File: src/mspid_pkg.sv
`default_nettype none

package mspid_pkg;

    // Configuration port
    localparam int CFG_INDEX_W = 3;
    localparam int CFG_DATA_W  = 24;

    typedef enum logic [CFG_INDEX_W-1:0] {
        REG_PROP_GAIN      = 3'd0,
        REG_INTEGRAL_GAIN  = 3'd1,
        REG_DERIV_GAIN     = 3'd2,
        REG_INTEGRAL_LIMIT = 3'd3,
        REG_SPEED_SCALE    = 3'd4,
        REG_DUTY_LIMIT     = 3'd5
    } cfg_reg_t;

    localparam logic [15:0] RST_PROP_GAIN      = 16'd3584;
    localparam logic [15:0] RST_INTEGRAL_GAIN  = 16'd435;
    localparam logic [15:0] RST_DERIV_GAIN     = 16'd2816;
    localparam logic [22:0] RST_INTEGRAL_LIMIT = 23'd512000;
    localparam logic [23:0] RST_SPEED_SCALE    = 24'd65536;
    localparam logic [15:0] RST_DUTY_LIMIT     = 16'd8000;

    // Microcode
    localparam int STEP_W = 3;
    typedef logic [STEP_W-1:0] step_t;

    localparam step_t STEP_SPEED_MUL = 3'd0;
    localparam step_t STEP_SPEED     = 3'd1;
    localparam step_t STEP_ERR       = 3'd2;
    localparam step_t STEP_INTEGRATE = 3'd3;
    localparam step_t STEP_MUL_I     = 3'd4;
    localparam step_t STEP_MUL_D     = 3'd5;
    localparam step_t STEP_ACC_D     = 3'd6;
    localparam step_t STEP_EMIT      = 3'd7;

    typedef enum logic [2:0] {
        MUL_NONE,
        MUL_SPEED,
        MUL_P,
        MUL_I,
        MUL_D
    } mul_sel_t;

    typedef enum logic [1:0] {
        ACC_HOLD,
        ACC_LOAD,
        ACC_ADD
    } acc_op_t;

    typedef struct packed {
        mul_sel_t mul_sel;
        acc_op_t  acc_op;
        logic     ld_speed;
        logic     ld_err;
        logic     upd_state;
        logic     emit;
        logic     br_brake;
        step_t    br_target;
    } uword_t;

    typedef struct packed {
        logic   active;
        uword_t word;
    } ctl_t;

    typedef struct packed {
        logic out_free;
        logic brake;
    } stat_t;

endpackage

`default_nettype wire

File: src/mspid_seq.sv
`default_nettype none

module mspid_seq (
    input  wire logic             clk,
    input  wire logic             rst_n,
    input  wire logic             start,
    input  wire mspid_pkg::stat_t stat,
    output mspid_pkg::ctl_t       ctl
);

    logic               busy_reg;
    logic               busy_next;
    mspid_pkg::step_t   step_reg;
    mspid_pkg::step_t   step_next;
    mspid_pkg::uword_t  uword;

    // Program ROM
    always_comb
    begin
        unique case (step_reg)
            mspid_pkg::STEP_SPEED_MUL:
                uword = '{mspid_pkg::MUL_SPEED, mspid_pkg::ACC_HOLD,
                          1'b0, 1'b0, 1'b0, 1'b0, 1'b1, mspid_pkg::STEP_EMIT};
            mspid_pkg::STEP_SPEED:
                uword = '{mspid_pkg::MUL_NONE, mspid_pkg::ACC_HOLD,
                          1'b1, 1'b0, 1'b0, 1'b0, 1'b0, mspid_pkg::STEP_EMIT};
            mspid_pkg::STEP_ERR:
                uword = '{mspid_pkg::MUL_NONE, mspid_pkg::ACC_HOLD,
                          1'b0, 1'b1, 1'b0, 1'b0, 1'b0, mspid_pkg::STEP_EMIT};
            mspid_pkg::STEP_INTEGRATE:
                uword = '{mspid_pkg::MUL_P, mspid_pkg::ACC_HOLD,
                          1'b0, 1'b0, 1'b1, 1'b0, 1'b0, mspid_pkg::STEP_EMIT};
            mspid_pkg::STEP_MUL_I:
                uword = '{mspid_pkg::MUL_I, mspid_pkg::ACC_LOAD,
                          1'b0, 1'b0, 1'b0, 1'b0, 1'b0, mspid_pkg::STEP_EMIT};
            mspid_pkg::STEP_MUL_D:
                uword = '{mspid_pkg::MUL_D, mspid_pkg::ACC_ADD,
                          1'b0, 1'b0, 1'b0, 1'b0, 1'b0, mspid_pkg::STEP_EMIT};
            mspid_pkg::STEP_ACC_D:
                uword = '{mspid_pkg::MUL_NONE, mspid_pkg::ACC_ADD,
                          1'b0, 1'b0, 1'b0, 1'b0, 1'b0, mspid_pkg::STEP_EMIT};
            mspid_pkg::STEP_EMIT:
                uword = '{mspid_pkg::MUL_NONE, mspid_pkg::ACC_HOLD,
                          1'b0, 1'b0, 1'b0, 1'b1, 1'b0, mspid_pkg::STEP_EMIT};
            default:
                uword = '{mspid_pkg::MUL_NONE, mspid_pkg::ACC_HOLD,
                          1'b0, 1'b0, 1'b0, 1'b0, 1'b0, mspid_pkg::STEP_EMIT};
        endcase
    end

    // Step counter and jumps
    always_comb
    begin
        busy_next = busy_reg;
        step_next = step_reg;
        if (!busy_reg)
        begin
            if (start)
            begin
                busy_next = 1'b1;
                step_next = mspid_pkg::STEP_SPEED_MUL;
            end
        end
        else if (uword.emit)
        begin
            // hold on the emit step until the output register is free
            if (stat.out_free)
            begin
                busy_next = 1'b0;
            end
        end
        else if (uword.br_brake && stat.brake)
        begin
            step_next = uword.br_target;
        end
        else
        begin
            step_next = step_reg + mspid_pkg::step_t'(1);
        end
    end

    always_ff @(posedge clk or negedge rst_n)
    begin
        if (!rst_n)
        begin
            busy_reg <= 1'b0;
            step_reg <= mspid_pkg::STEP_SPEED_MUL;
        end
        else
        begin
            busy_reg <= busy_next;
            step_reg <= step_next;
        end
    end

    assign ctl.active = busy_reg;
    assign ctl.word   = uword;

    a_emit_holds: assert property (@(posedge clk) disable iff (!rst_n)
        (busy_reg && uword.emit && !stat.out_free)
        |=> (busy_reg && step_reg == $past(step_reg)))
        else $error("sequencer left the emit step while the output was full");

    a_no_early_exit: assert property (@(posedge clk) disable iff (!rst_n)
        (busy_reg && !uword.emit) |=> busy_reg)
        else $error("sequencer went idle before emitting a result");

    a_start_at_top: assert property (@(posedge clk) disable iff (!rst_n)
        (!busy_reg && start) |=> (busy_reg && step_reg == mspid_pkg::STEP_SPEED_MUL))
        else $error("program did not start at its first step");

endmodule

`default_nettype wire

File: src/mspid_datapath.sv
`default_nettype none

module mspid_datapath #(
    parameter int NUM_MOTORS = 2,
    parameter int SPEED_BITS = 24
) (
    input  wire logic                                  clk,
    input  wire logic                                  rst_n,
    input  wire logic                                  cfg_wen,
    input  wire logic [mspid_pkg::CFG_INDEX_W-1:0]     cfg_index,
    input  wire logic [mspid_pkg::CFG_DATA_W-1:0]      cfg_data,
    input  wire logic                                  in_load,
    input  wire logic                                  in_sel,
    input  wire logic [15:0]                           in_count,
    input  wire logic [23:0]                           in_target,
    input  wire logic                                  in_brake,
    input  wire mspid_pkg::ctl_t                       ctl,
    output mspid_pkg::stat_t                           stat,
    output logic                                       out_valid,
    input  wire logic                                  out_ready,
    output logic                                       out_motor,
    output logic [15:0]                                out_in1,
    output logic [15:0]                                out_in2,
    output logic signed [16:0]                         out_drive,
    output logic                                       out_braking
);

    localparam int SB    = SPEED_BITS;
    localparam int SW    = SB - 1;
    localparam int SB1   = SB + 1;
    localparam int IDX_W = (NUM_MOTORS > 1) ? $clog2(NUM_MOTORS) : 1;
    localparam int MB    = (SB1 > 25) ? SB1 : 25;
    localparam int PW    = 17 + MB;
    localparam int AW    = PW + 2;
    localparam logic [31:0] SMAX32 = 32'((64'd1 << (SB - 1)) - 64'd1);

    // configuration registers
    logic [15:0] pgain_reg;
    logic [15:0] igain_reg;
    logic [15:0] dgain_reg;
    logic [22:0] ilimit_reg;
    logic [23:0] scale_reg;
    logic [15:0] duty_reg;

    // item registers
    logic        sel_reg;
    logic [15:0] count_reg;
    logic [23:0] target_reg;
    logic        brake_reg;

    // working registers
    logic signed [PW-1:0] prod_reg;
    logic signed [AW-1:0] acc_reg;
    logic [SW-1:0]        speed_reg;
    logic signed [SB-1:0] err_reg;
    logic signed [SB-1:0] sum_reg;
    logic signed [SB:0]   diff_reg;

    // per-motor state
    logic signed [SB-1:0] isum_reg [NUM_MOTORS];
    logic signed [SB-1:0] prev_reg [NUM_MOTORS];

    // output register
    logic               out_valid_reg;
    logic               out_motor_reg;
    logic [15:0]        out_in1_reg;
    logic [15:0]        out_in2_reg;
    logic signed [16:0] out_drive_reg;
    logic               out_braking_reg;

    logic [IDX_W-1:0]     idx;
    logic [23:0]          tabs;
    logic [SW-1:0]        tmag;
    logic [31:0]          speed_raw;
    logic [SW-1:0]        speed_next;
    logic [SW+1:0]        tmag3;
    logic [SW-1:0]        actual;
    logic signed [SB-1:0] err_next;
    logic [SW-1:0]        lim;
    logic signed [SB:0]   lim_pos;
    logic signed [SB:0]   lim_neg;
    logic signed [SB:0]   sum_raw;
    logic signed [SB:0]   sum_clamped;
    logic signed [SB:0]   diff_next;
    logic signed [16:0]   mul_a;
    logic signed [MB-1:0] mul_b;
    logic signed [PW-1:0] prod;
    logic [AW-1:0]        acc_abs;
    logic [15:0]          mag;
    logic [15:0]          mag_eff;
    logic                 neg;
    logic                 brk_out;
    logic                 fwd;
    logic signed [16:0]   drive;
    logic [15:0]          in1;
    logic [15:0]          in2;
    logic                 out_free;

    assign idx = (NUM_MOTORS > 1) ? IDX_W'(sel_reg) : '0;

    // speed and error
    assign tabs       = target_reg[23] ? 24'(-target_reg) : target_reg;
    assign tmag       = ({8'd0, tabs} > SMAX32) ? SW'(SMAX32) : SW'(tabs);
    assign speed_raw  = 32'(prod_reg[39:8]);
    assign speed_next = (speed_raw > SMAX32) ? SW'(SMAX32) : SW'(speed_raw);
    assign tmag3      = {2'b00, tmag} + {1'b0, tmag, 1'b0};
    assign actual     = ({2'b00, speed_reg} > tmag3) ? tmag3[SW-1:0] : speed_reg;
    assign err_next   = $signed({1'b0, tmag}) - $signed({1'b0, actual});

    // clamped error sum and difference
    assign lim     = ({9'd0, ilimit_reg} > SMAX32) ? SW'(SMAX32) : SW'(ilimit_reg);
    assign lim_pos = $signed({2'b00, lim});
    assign lim_neg = -lim_pos;
    assign sum_raw = SB1'(isum_reg[idx]) + SB1'(err_reg);

    always_comb
    begin
        if (sum_raw >= lim_pos)
        begin
            sum_clamped = lim_pos;
        end
        else if (sum_raw <= lim_neg)
        begin
            sum_clamped = lim_neg;
        end
        else
        begin
            sum_clamped = sum_raw;
        end
    end

    assign diff_next = SB1'(err_reg) - SB1'(prev_reg[idx]);

    // shared multiplier
    always_comb
    begin
        case (ctl.word.mul_sel)
            mspid_pkg::MUL_SPEED:
            begin
                mul_a = $signed({1'b0, count_reg});
                mul_b = $signed(MB'({1'b0, scale_reg}));
            end
            mspid_pkg::MUL_P:
            begin
                mul_a = $signed({1'b0, pgain_reg});
                mul_b = MB'(err_reg);
            end
            mspid_pkg::MUL_I:
            begin
                mul_a = $signed({1'b0, igain_reg});
                mul_b = MB'(sum_reg);
            end
            mspid_pkg::MUL_D:
            begin
                mul_a = $signed({1'b0, dgain_reg});
                mul_b = MB'(diff_reg);
            end
            default:
            begin
                mul_a = '0;
                mul_b = '0;
            end
        endcase
    end

    assign prod = mul_a * mul_b;

    // output mapping; acc is Q.16, truncated toward zero
    assign acc_abs = acc_reg[AW-1] ? AW'(-acc_reg) : AW'(acc_reg);
    assign mag     = (acc_abs[AW-1:16] > (AW-16)'(duty_reg)) ? duty_reg : acc_abs[31:16];
    assign mag_eff = brake_reg ? 16'd0 : mag;
    assign neg     = acc_reg[AW-1] ^ target_reg[23];
    assign brk_out = (mag_eff == 16'd0);
    assign fwd     = (!neg) ^ sel_reg;
    assign drive   = brk_out ? 17'sd0 :
                     (neg ? -$signed({1'b0, mag_eff}) : $signed({1'b0, mag_eff}));
    assign in1     = brk_out ? duty_reg : (fwd ? mag_eff : 16'd0);
    assign in2     = brk_out ? duty_reg : (fwd ? 16'd0 : mag_eff);

    assign out_free = !out_valid_reg || out_ready;

    // configuration
    always_ff @(posedge clk or negedge rst_n)
    begin
        if (!rst_n)
        begin
            pgain_reg  <= mspid_pkg::RST_PROP_GAIN;
            igain_reg  <= mspid_pkg::RST_INTEGRAL_GAIN;
            dgain_reg  <= mspid_pkg::RST_DERIV_GAIN;
            ilimit_reg <= mspid_pkg::RST_INTEGRAL_LIMIT;
            scale_reg  <= mspid_pkg::RST_SPEED_SCALE;
            duty_reg   <= mspid_pkg::RST_DUTY_LIMIT;
        end
        else if (cfg_wen)
        begin
            unique case (cfg_index)
                mspid_pkg::REG_PROP_GAIN:      pgain_reg  <= cfg_data[15:0];
                mspid_pkg::REG_INTEGRAL_GAIN:  igain_reg  <= cfg_data[15:0];
                mspid_pkg::REG_DERIV_GAIN:     dgain_reg  <= cfg_data[15:0];
                mspid_pkg::REG_INTEGRAL_LIMIT: ilimit_reg <= cfg_data[22:0];
                mspid_pkg::REG_SPEED_SCALE:    scale_reg  <= cfg_data[23:0];
                mspid_pkg::REG_DUTY_LIMIT:     duty_reg   <= cfg_data[15:0];
                default: ;
            endcase
        end
    end

    // item and working registers (payload, no reset)
    always_ff @(posedge clk)
    begin
        if (in_load)
        begin
            sel_reg    <= in_sel;
            count_reg  <= in_count;
            target_reg <= in_target;
            brake_reg  <= in_brake;
        end
        if (ctl.active)
        begin
            if (ctl.word.mul_sel != mspid_pkg::MUL_NONE)
            begin
                prod_reg <= prod;
            end
            if (ctl.word.ld_speed)
            begin
                speed_reg <= speed_next;
            end
            if (ctl.word.ld_err)
            begin
                err_reg <= err_next;
            end
            if (ctl.word.upd_state)
            begin
                sum_reg  <= SB'(sum_clamped);
                diff_reg <= diff_next;
            end
            case (ctl.word.acc_op)
                mspid_pkg::ACC_LOAD: acc_reg <= AW'(prod_reg);
                mspid_pkg::ACC_ADD:  acc_reg <= acc_reg + AW'(prod_reg);
                default: ;
            endcase
            if (ctl.word.emit && out_free)
            begin
                out_motor_reg   <= sel_reg;
                out_in1_reg     <= in1;
                out_in2_reg     <= in2;
                out_drive_reg   <= drive;
                out_braking_reg <= brk_out;
            end
        end
    end

    // per-motor controller state
    always_ff @(posedge clk or negedge rst_n)
    begin
        if (!rst_n)
        begin
            for (int i = 0; i < NUM_MOTORS; i++)
            begin
                isum_reg[i] <= '0;
                prev_reg[i] <= '0;
            end
        end
        else if (ctl.active && ctl.word.upd_state)
        begin
            isum_reg[idx] <= SB'(sum_clamped);
            prev_reg[idx] <= err_reg;
        end
    end

    always_ff @(posedge clk or negedge rst_n)
    begin
        if (!rst_n)
        begin
            out_valid_reg <= 1'b0;
        end
        else if (ctl.active && ctl.word.emit && out_free)
        begin
            out_valid_reg <= 1'b1;
        end
        else if (out_ready)
        begin
            out_valid_reg <= 1'b0;
        end
    end

    assign stat.out_free = out_free;
    assign stat.brake    = brake_reg;

    assign out_valid   = out_valid_reg;
    assign out_motor   = out_motor_reg;
    assign out_in1     = out_in1_reg;
    assign out_in2     = out_in2_reg;
    assign out_drive   = out_drive_reg;
    assign out_braking = out_braking_reg;

    a_valid_from_emit: assert property (@(posedge clk) disable iff (!rst_n)
        $rose(out_valid_reg) |-> $past(ctl.active && ctl.word.emit))
        else $error("result appeared without an emit step");

    a_brake_no_update: assert property (@(posedge clk) disable iff (!rst_n)
        (ctl.active && ctl.word.upd_state) |-> !brake_reg)
        else $error("controller state updated on a brake request");

    a_braking_zero_drive: assert property (@(posedge clk) disable iff (!rst_n)
        (out_valid_reg && out_braking_reg)
        |-> (out_drive_reg == 17'sd0 && out_in1_reg == out_in2_reg))
        else $error("braking result carries a drive value");

endmodule

`default_nettype wire

File: src/motor_speed_pid_hbridge_core.sv
// Speed controller for up to NUM_MOTORS DC motors on H-bridges.
// Input stream (s_axis): one transfer is one control tick for one motor: the
//   encoder count since that motor's last tick, a signed Q16.8 target speed,
//   the motor select and a brake flag. Output stream (m_axis): one transfer
//   per input, with the two bridge compare values, the signed drive and a
//   braking flag.
// Configuration: cfg_wen/cfg_index/cfg_data write the gains, limits and
//   speed scale; write only while the core is idle. Unknown indexes are
//   ignored.
// Program: a small microcode program (8 steps) runs on one shared 17 x 25
//   multiplier and an accumulator. A new tick is taken only once the
//   program for the last one has ended. A brake request jumps straight
//   from the first step to the emit step.
// Stall: the result sits in an output register; while it waits the core still
//   takes and processes the next tick, then holds on its emit step until the
//   register is free. s_axis_tready is low while a program runs.
// Reset: clears the per-motor error sums and previous errors, loads the
//   register defaults and leaves both streams empty.
`default_nettype none

module motor_speed_pid_hbridge_core #(
    parameter int NUM_MOTORS = 2,
    parameter int SPEED_BITS = 24
) (
    input  wire logic                              clk,
    input  wire logic                              rst_n,

    input  wire logic                              cfg_wen,
    input  wire logic [mspid_pkg::CFG_INDEX_W-1:0] cfg_index,
    input  wire logic [mspid_pkg::CFG_DATA_W-1:0]  cfg_data,

    input  wire logic                              s_axis_tvalid,
    output logic                                   s_axis_tready,
    input  wire logic [39:0]                       s_axis_tdata,  // encoder_count, set_speed
    input  wire logic [1:0]                        s_axis_tuser,  // motor_sel, brake

    output logic                                   m_axis_tvalid,
    input  wire logic                              m_axis_tready,
    output logic [55:0]                            m_axis_tdata,  // in1_compare, in2_compare,
                                                                  // drive_value, zero pad
    output logic [1:0]                             m_axis_tuser   // motor_out, braking
);

    mspid_pkg::ctl_t  ctl;
    mspid_pkg::stat_t stat;

    logic               in_xfer;
    logic               out_motor;
    logic [15:0]        out_in1;
    logic [15:0]        out_in2;
    logic signed [16:0] out_drive;
    logic               out_braking;

    // ready whenever no program is running
    assign s_axis_tready = !ctl.active;
    assign in_xfer       = s_axis_tvalid && s_axis_tready;

    mspid_seq u_seq (
        .clk   (clk),
        .rst_n (rst_n),
        .start (in_xfer),
        .stat  (stat),
        .ctl   (ctl)
    );

    mspid_datapath #(
        .NUM_MOTORS (NUM_MOTORS),
        .SPEED_BITS (SPEED_BITS)
    ) u_datapath (
        .clk         (clk),
        .rst_n       (rst_n),
        .cfg_wen     (cfg_wen),
        .cfg_index   (cfg_index),
        .cfg_data    (cfg_data),
        .in_load     (in_xfer),
        .in_sel      (s_axis_tuser[0]),
        .in_count    (s_axis_tdata[15:0]),
        .in_target   (s_axis_tdata[39:16]),
        .in_brake    (s_axis_tuser[1]),
        .ctl         (ctl),
        .stat        (stat),
        .out_valid   (m_axis_tvalid),
        .out_ready   (m_axis_tready),
        .out_motor   (out_motor),
        .out_in1     (out_in1),
        .out_in2     (out_in2),
        .out_drive   (out_drive),
        .out_braking (out_braking)
    );

    assign m_axis_tdata = {7'd0, out_drive, out_in2, out_in1};
    assign m_axis_tuser = {out_braking, out_motor};

endmodule

`default_nettype wire

File: config.mk
export PLATFORM = sky130hd
export DESIGN_NAME = motor_speed_pid_hbridge_core
export DESIGN_NICKNAME = d
export VERILOG_FILES = /design/src/mspid_pkg.sv /design/src/mspid_seq.sv /design/src/mspid_datapath.sv /design/src/motor_speed_pid_hbridge_core.sv
export SDC_FILE = /design/constraint.sdc
export NUM_CORES = 2
export LEC_CHECK = 0
export BUFFER_PORTS_ARGS = -buffer_cell sky130_fd_sc_hd__buf_2
export CAP_MARGIN = 40
export CORE_ASPECT_RATIO = 0.8
export CORE_MARGIN = 1
export CORE_UTILIZATION = 52
export CTS_CLUSTER_DIAMETER = 150
export DETAILED_ROUTE_END_ITERATION = 6
export PLACE_DENSITY = 0.68
export SYNTH_ARGS = -nofsm -noshare
export SYNTH_HDL_FRONTEND = slang
export SYNTH_SLANG_ARGS = --single-unit
File: constraint.sdc
create_clock -name clk -period 11.4 [get_ports clk]
set_input_delay 0.57 -clock clk [delete_from_list [all_inputs] [get_ports clk]]
set_output_delay 0.57 -clock clk [all_outputs]
set_load 0.02 [all_outputs]
Word-level counts from Yosys, hierarchy flattened:

Memories as Yosys holds them, arrays and structs flattened.
Cells that the tools add are included.

* multipliers: 1
* reductions and logical operators: 31
* order comparisons: 8
* eq/ne operators: 12
* multiplexer cells: 36
* bitwise logic cells: 4
* $add $sub $neg: 10

Operators by type and width (number)
* 24-bit 2-to-1 mux: 10
* 16-bit 2-to-1 mux: 7
* 25-bit one-hot mux with 4 select lines: 1
* 48-bit bitwise mux: 2
* 44-bit one-hot mux with 2 select lines: 1
* 16-bit one-hot mux with 4 select lines: 1
* 23-bit 2-to-1 mux: 2
* 44-bit by 42-bit adder with 44-bit output: 1
* 44-bit 2-to-1 mux: 1
* 44-bit negation: 1
* 17-bit by 25-bit multiplier with 42-bit output: 1
* 32-bit by 23-bit greater-than comparator with 1-bit output, second input constant: 1
* 28-bit by 16-bit greater-than comparator with 1-bit output: 1
* 2-bit AND reduction: 13
* 23-bit by 24-bit adder with 25-bit output: 1
* 24-bit by 24-bit adder with 25-bit output: 1
* 25-bit by 24-bit greater-or-equal comparator with 1-bit output: 1
* 23-bit by 25-bit greater-than comparator with 1-bit output: 1
* 25-bit <= comparator: 1
* 23-bit negation with 25-bit output: 1
* 24-bit by 24-bit subtractor with 25-bit output: 1
* 24-bit demux with 1-bit select: 1
* 24-bit by 23-bit greater-than comparator with 1-bit output, second input constant: 1
* 24-bit negation: 1
* 24 further kinds: 49

* memories: 1
* register bits: 487
* logic and storage cells: 132
* bits in read-only memories: 80
* input bits: 74

Memory list
* (no name shown): depth 8, bits a word 10, read ports 1, clocked after memory_dff 0, write ports 0, line mspid_seq.sv:20 `unique case (step_reg)`

Depth between registers and ports, before layout:

* depth after elaboration: 9
* gate-level depth with buffers: 48

Modules after synthesis:

Synthesis repeated with hierarchy kept, for this count alone.

* cell total of the unflattened synthesis: 4565
* area total of the unflattened synthesis: 44540.2 um^2

Modules (own cells, without submodules)
* mspid_datapath: instances 1, cells each 4516, area each 44114.8 um^2
* mspid_seq: instances 1, cells each 37, area each 344.1 um^2
* motor_speed_pid_hbridge_core: instances 1, cells each 12, area each 81.3 um^2

Worst setup path after synthesis:

No wires, ideal clock.

* path type: reg-to-reg
* start: register u_datapath.target_reg[5]
* end: register u_datapath.err_reg[23], data pin
* path buffers: 4
* setup time: 254 ps
* arrival time: 8422 ps
* slack: 2723 ps
* cell stages (with the launch flop): 46
* path through: edfxtp_1 clkbuf_1 nor4_2 inv_1 nor4_1 nand2_1 clkbuf_1 buf_1 nand2_1 ha_1 a21o_1 a21oi_1 nor2b_1 a311oi_1 o21ai_0 a31oi_1 nor2b_1 o21ai_0 (+10 left out) buf_2 nand2_1 mux2_2 inv_1 ha_1 nor2b_1 o21ai_0 nand2b_1 a21oi_1 nand2_1 a21o_1 o2111ai_1 a2111oi_1 o21ai_1 o22ai_1 nand4_1 a31o_2 o21a_1

* cells in the longest elaborated chain, start to end: 8

RTL lines
* start, declared: line mspid_datapath.sv:48 `logic [23:0] target_reg;`
* start signal, assigned: line mspid_datapath.sv:215 `target_reg <= in_target;`
* 24-bit negation: line mspid_datapath.sv:102 `assign tabs = target_reg[23] ? 24'(-target_reg) : target_reg;`
* 24-bit 2-to-1 mux *: line mspid_datapath.sv:102
* 24-bit by 23-bit greater-than comparator with 1-bit output: line mspid_datapath.sv:103 `assign tmag = ({8'd0, tabs} > SMAX32) ? SW'(SMAX32) : SW'(tabs);`
* 23-bit 2-to-1 mux *: line mspid_datapath.sv:103
* 23-bit by 24-bit adder with 25-bit output: line mspid_datapath.sv:106 `assign tmag3 = {2'b00, tmag} + {1'b0, tmag, 1'b0};`
* 23-bit by 25-bit greater-than comparator with 1-bit output: line mspid_datapath.sv:107 `assign actual = ({2'b00, speed_reg} > tmag3) ? tmag3[SW-1:0] : speed_reg;`
* 23-bit 2-to-1 mux: line mspid_datapath.sv:107
* 23-bit by 23-bit subtractor with 24-bit output *: line mspid_datapath.sv:108 `assign err_next = $signed({1'b0, tmag}) - $signed({1'b0, actual});`
* via u_datapath.err_next[23]: line mspid_datapath.sv:78 `logic signed [SB-1:0] err_next;`
* end signal, assigned: line mspid_datapath.sv:230 `err_reg <= err_next;`
* end, declared: line mspid_datapath.sv:55 `logic signed [SB-1:0] err_reg;`

Mark *: on every way through the listed nets, which the timed path passes. The rest lies on a longest branch.
A chain may end at the register's enable or synchronous reset.

Final worst setup path:

* start: register u_datapath.target_reg[4]
* end: register u_datapath.err_reg[23], data pin

Same word-level chain as after synthesis.

==> flow_metrics.py <==
metrics = {
    "pwr": {
        "power.total_w": 0.0158,
        "power_density_mw_per_mm2": 325,
        "ir_drop_uv": 222,
        "p_leak_nw": 21.3,
    },
    "drt": {
        "antenna_left": 0,
        "drcViolationCount": 13,
        "vias": 34013,
        "dr.pass1.iters": 7,
        "drt_wl_total_microns": 129000,
        "wl_per_cell_microns": 22.4,
        "viasPerCell": 5.89,
        "drtIter0Drc": 3457,
    },
    "setup_path": {
        "timing.rr.end": "u_datapath.err_reg[23]",
        "critPathLaunchType": "flip-flop",
        "rrSetupSlack_ns": 1.0,
        "cp_max_fo": 37,
        "criticalPathCategory": "reg -> reg",
        "cp_data_arrival_time_ns": 10.80,
        "crit_slowest_cell": "nor4_2",
        "reg2reg_from": "u_datapath.target_reg[4]",
        "crit_path_frequent_cell": "a21o_1",
        "worst_path_largest_cell_delay_ns": 0.59,
        "reg2reg_depth": 42,
        "cp.required_ns": 11.80,
        "cp-end-kind": "flip-flop",
    },
    "floorplan": {
        "die-area_sq_mm": 0.0868,
        "rows": 95,
        "dieWidth_microns": 329,
        "pin_count": 134,
        "core-area_sq_mm": 0.0844,
        "initial_utilization_pct": 52.8,
        "die_height_microns": 264,
    },
    "clock_network": {
        "cts-root-buf": "clkbuf_16",
        "cts_buffers": 53,
        "clock_path_buffers": 3,
        "clkTransAtPathRegs_ns": 0.06,
        "clk_latency_ns": 0.65,
        "cts_tree": "done",
        "clock_sinks": 487,
        "cts_max_level": 2,
    },
    "layout": {
        "area_delta_synth_final_pct": 8.98,
        "drive_gt1_share_pct": 13.4,
        "mostFrequentLayoutCell": "inv_1",
        "layout_common_cells": "inv_1, nand2_1, fa_1",
        "fill_cells": 7364,
        "nNetsFinal": 5421,
    },
    "place": {
        "gp_congestion": 1.01,
        "port_buffers": 126,
        "dp_hpwl_microns": 103000,
    },
    "sta": {
        "final_hold_viol_count": 0,
        "rsz0062_at_grt": "false",
        "setup_tns_ns": 0,
        "layout_min_cycle_time_ns": 10.40,
        "worst_slew_pin_slew_ns": 1.12,
        "hold_ws_ns": 0.0951,
        "setup_violations": 0,
        "drv_slew": 0,
        "slew_headroom_pct": 25.4,
        "fin_crit_sh_pct": 91.2,
        "finClkSkew_ns": 0.0593,
        "fmax_mhz": 96.1,
    },
    "synth": {
        "synth_ff_type": "edfxtp_1",
        "synth_edf_count": 275,
        "netlist_area_sq_mm": 0.0445,
        "yosysWarningCount": 0,
        "syn_avg_cell_area_sq_um": 9.85,
        "ys_seq_area_share_pct": 30.5,
        "postSynthCellCount": 4520,
        "synthDistinctLibCells": 98,
        "synthArstFlopShare_pct": 43.5,
        "ys_ff_latch": 487,
    },
    "global_routing": {
        "antenna_found_initial": 7,
        "overflow": 0,
        "grt_pass1_wl_microns": 199000,
        "grt_max_degree": 98,
        "grt_pass1_vias": 33060,
        "grtUsageTotal_pct": 30.2,
    },
    "flow_run": {
        "cap_violations": 0,
    },
    "worst_hold_path": {
        "min_to": "u_datapath.target_reg[21]",
        "hp-class": "in -> reg",
        "min_from": "s_axis_tdata[37]",
        "holdPathStages": 1,
    },
    "run_status": {
        "violations": "design-rule violations",
        "outcome": "complete, but fails checks",
    },
}
worst max-delay path by stage:
| stage | slack [ns] | to | cells after the start | startpoint |
|---|---|---|---|---|
| final | 1.0 | u_datapath.err_reg[23] | 42 | u_datapath.target_reg[4] |
| after global routing | 0.09 | u_datapath.err_reg[23] | 45 | u_datapath.target_reg[4] |
| after CTS | 0.99 | u_datapath.err_reg[23] | 42 | u_datapath.target_reg[4] |
| after detailed placement | 1.06 | u_datapath.err_reg[23] | 44 | u_datapath.target_reg[4] |
| after global placement | 1.18 | u_datapath.err_reg[23] | 45 | u_datapath.target_reg[4] |
| after floorplan | 2.72 | u_datapath.err_reg[23] | 45 | u_datapath.target_reg[5] |
per-layer routing:
| metal | part of all wire, % | global-route usage, % | wire length (microns) |
|---|---|---|---|
| met3 | 10 | 7.53 | 13500 |
| met2 | 41 | 42.0 | 53300 |
| met5 | 0.022 | 0 | 28 |
| met1 | 46 | 46.7 | 59400 |
| met4 | 2.4 | 7.18 | 3160 |
critical path: cells and delay by family, from the launching register on:
family	cells	cell delay [ns]
buf+inv	3	0.54
compound gates	22	5.07
fa+ha+maj	3	0.73
mux	1	0.41
simple gates	12	2.62
flops	1	0.54
xor+xnor	1	0.22
where the power goes:
group | leakage (nW) | internal [W] | switching, W
clock network | 0.907 | 0.00107 | 0.000776
logic | 15.4 | 0.00393 | 0.00652
registers | 5.05 | 0.00292 | 0.000564
synthesized netlist by cell type, types with 9 or more instances:
cell,count,share of area [%]
edfxtp_1,275,19
and2_1,30,0.42
mux2_2,219,5.5
nand2b_1,36,0.51
mux2i_1,47,1.1
or3_1,16,0.22
o21bai_1,26,0.44
a21o_1,78,1.3
nand3_1,57,0.64
dfrtp_1,187,11
xor2_1,66,1.3
a222oi_1,31,0.70
clkbuf_1,132,1.1
nor3_1,53,0.60
o21a_1,41,0.69
a31oi_1,23,0.32
buf_4,11,0.19
ha_1,335,9.4
nor2b_1,28,0.39
buf_2,10,0.11
xnor2_1,154,3.0
o22ai_1,9,0.13
o31ai_1,16,0.27
nor2_1,295,2.5
nor4_1,26,0.37
a22o_1,26,0.51
o211ai_1,9,0.15
inv_1,586,4.9
and3_1,34,0.48
a21boi_0,18,0.30
o21ai_0,200,2.2
a211oi_1,17,0.29
a21oi_1,206,2.3
nand4_1,27,0.38
a221o_1,9,0.20
or2_2,44,0.62
buf_1,13,0.11
dfstp_2,25,1.5
nand2_1,546,4.6
fa_1,396,18
through the flow:
| stage | worst slack (ns) | utilization [%] | area, sq um | std cells |
|---|---|---|---|---|
| 2_1_floorplan | 2.72 | - | 44500 | 4526 |
| 3_3_place_gp | 1.18 | 55.1 | 46500 | 5664 |
| 3_5_place_dp | 1.06 | 55.3 | 46600 | 5675 |
| 4_1_cts | 0.991 | 57.5 | 48500 | 5776 |
| 5_1_grt | 0.0902 | 57.5 | 48500 | 5776 |
| 6_report | 0.998 | 57.5 | 48500 | 5777 |
layout make-up:
type,count,area [sq um],share of cell area [%]
diodes,1,2.50,0.00516
clock buffers,71,1500,3.08
clock inverters,29,364,0.750
inverters,588,2210,4.55
multi-input cells,3284,28200,58.1
flip-flops and latches,487,13600,28.0
well taps,1115,1400,2.88
repair buffers,202,1280,2.65
repair_timing:
action | in CTS | in global routing
hold buffers | 1 | 0
hold endpoints to repair | 31 | 0
endpoints found under the setup margin | 0 | 3
setup buffers | 0 | 0
resized for setup | 0 | 1
cells by family (layout without fill, tap and decap cells):
group                      count (synthesis)  count (layout)  share of synthesized area [%]
xor gates and xnor gates                 220             220                           4.33
adders and majority gates                732             732                           27.2
AOI/OAI and AO/OA                        810             810                           11.9
other                                      1               8                        0.00842
buffers and inverters                    755             890                           6.50
DFF                                      487             487                           30.5
muxes                                    267             267                           6.63
and+or+nand+nor                         1248            1248                           12.8
No activity file was read; power rests on OpenSTA's default activity.
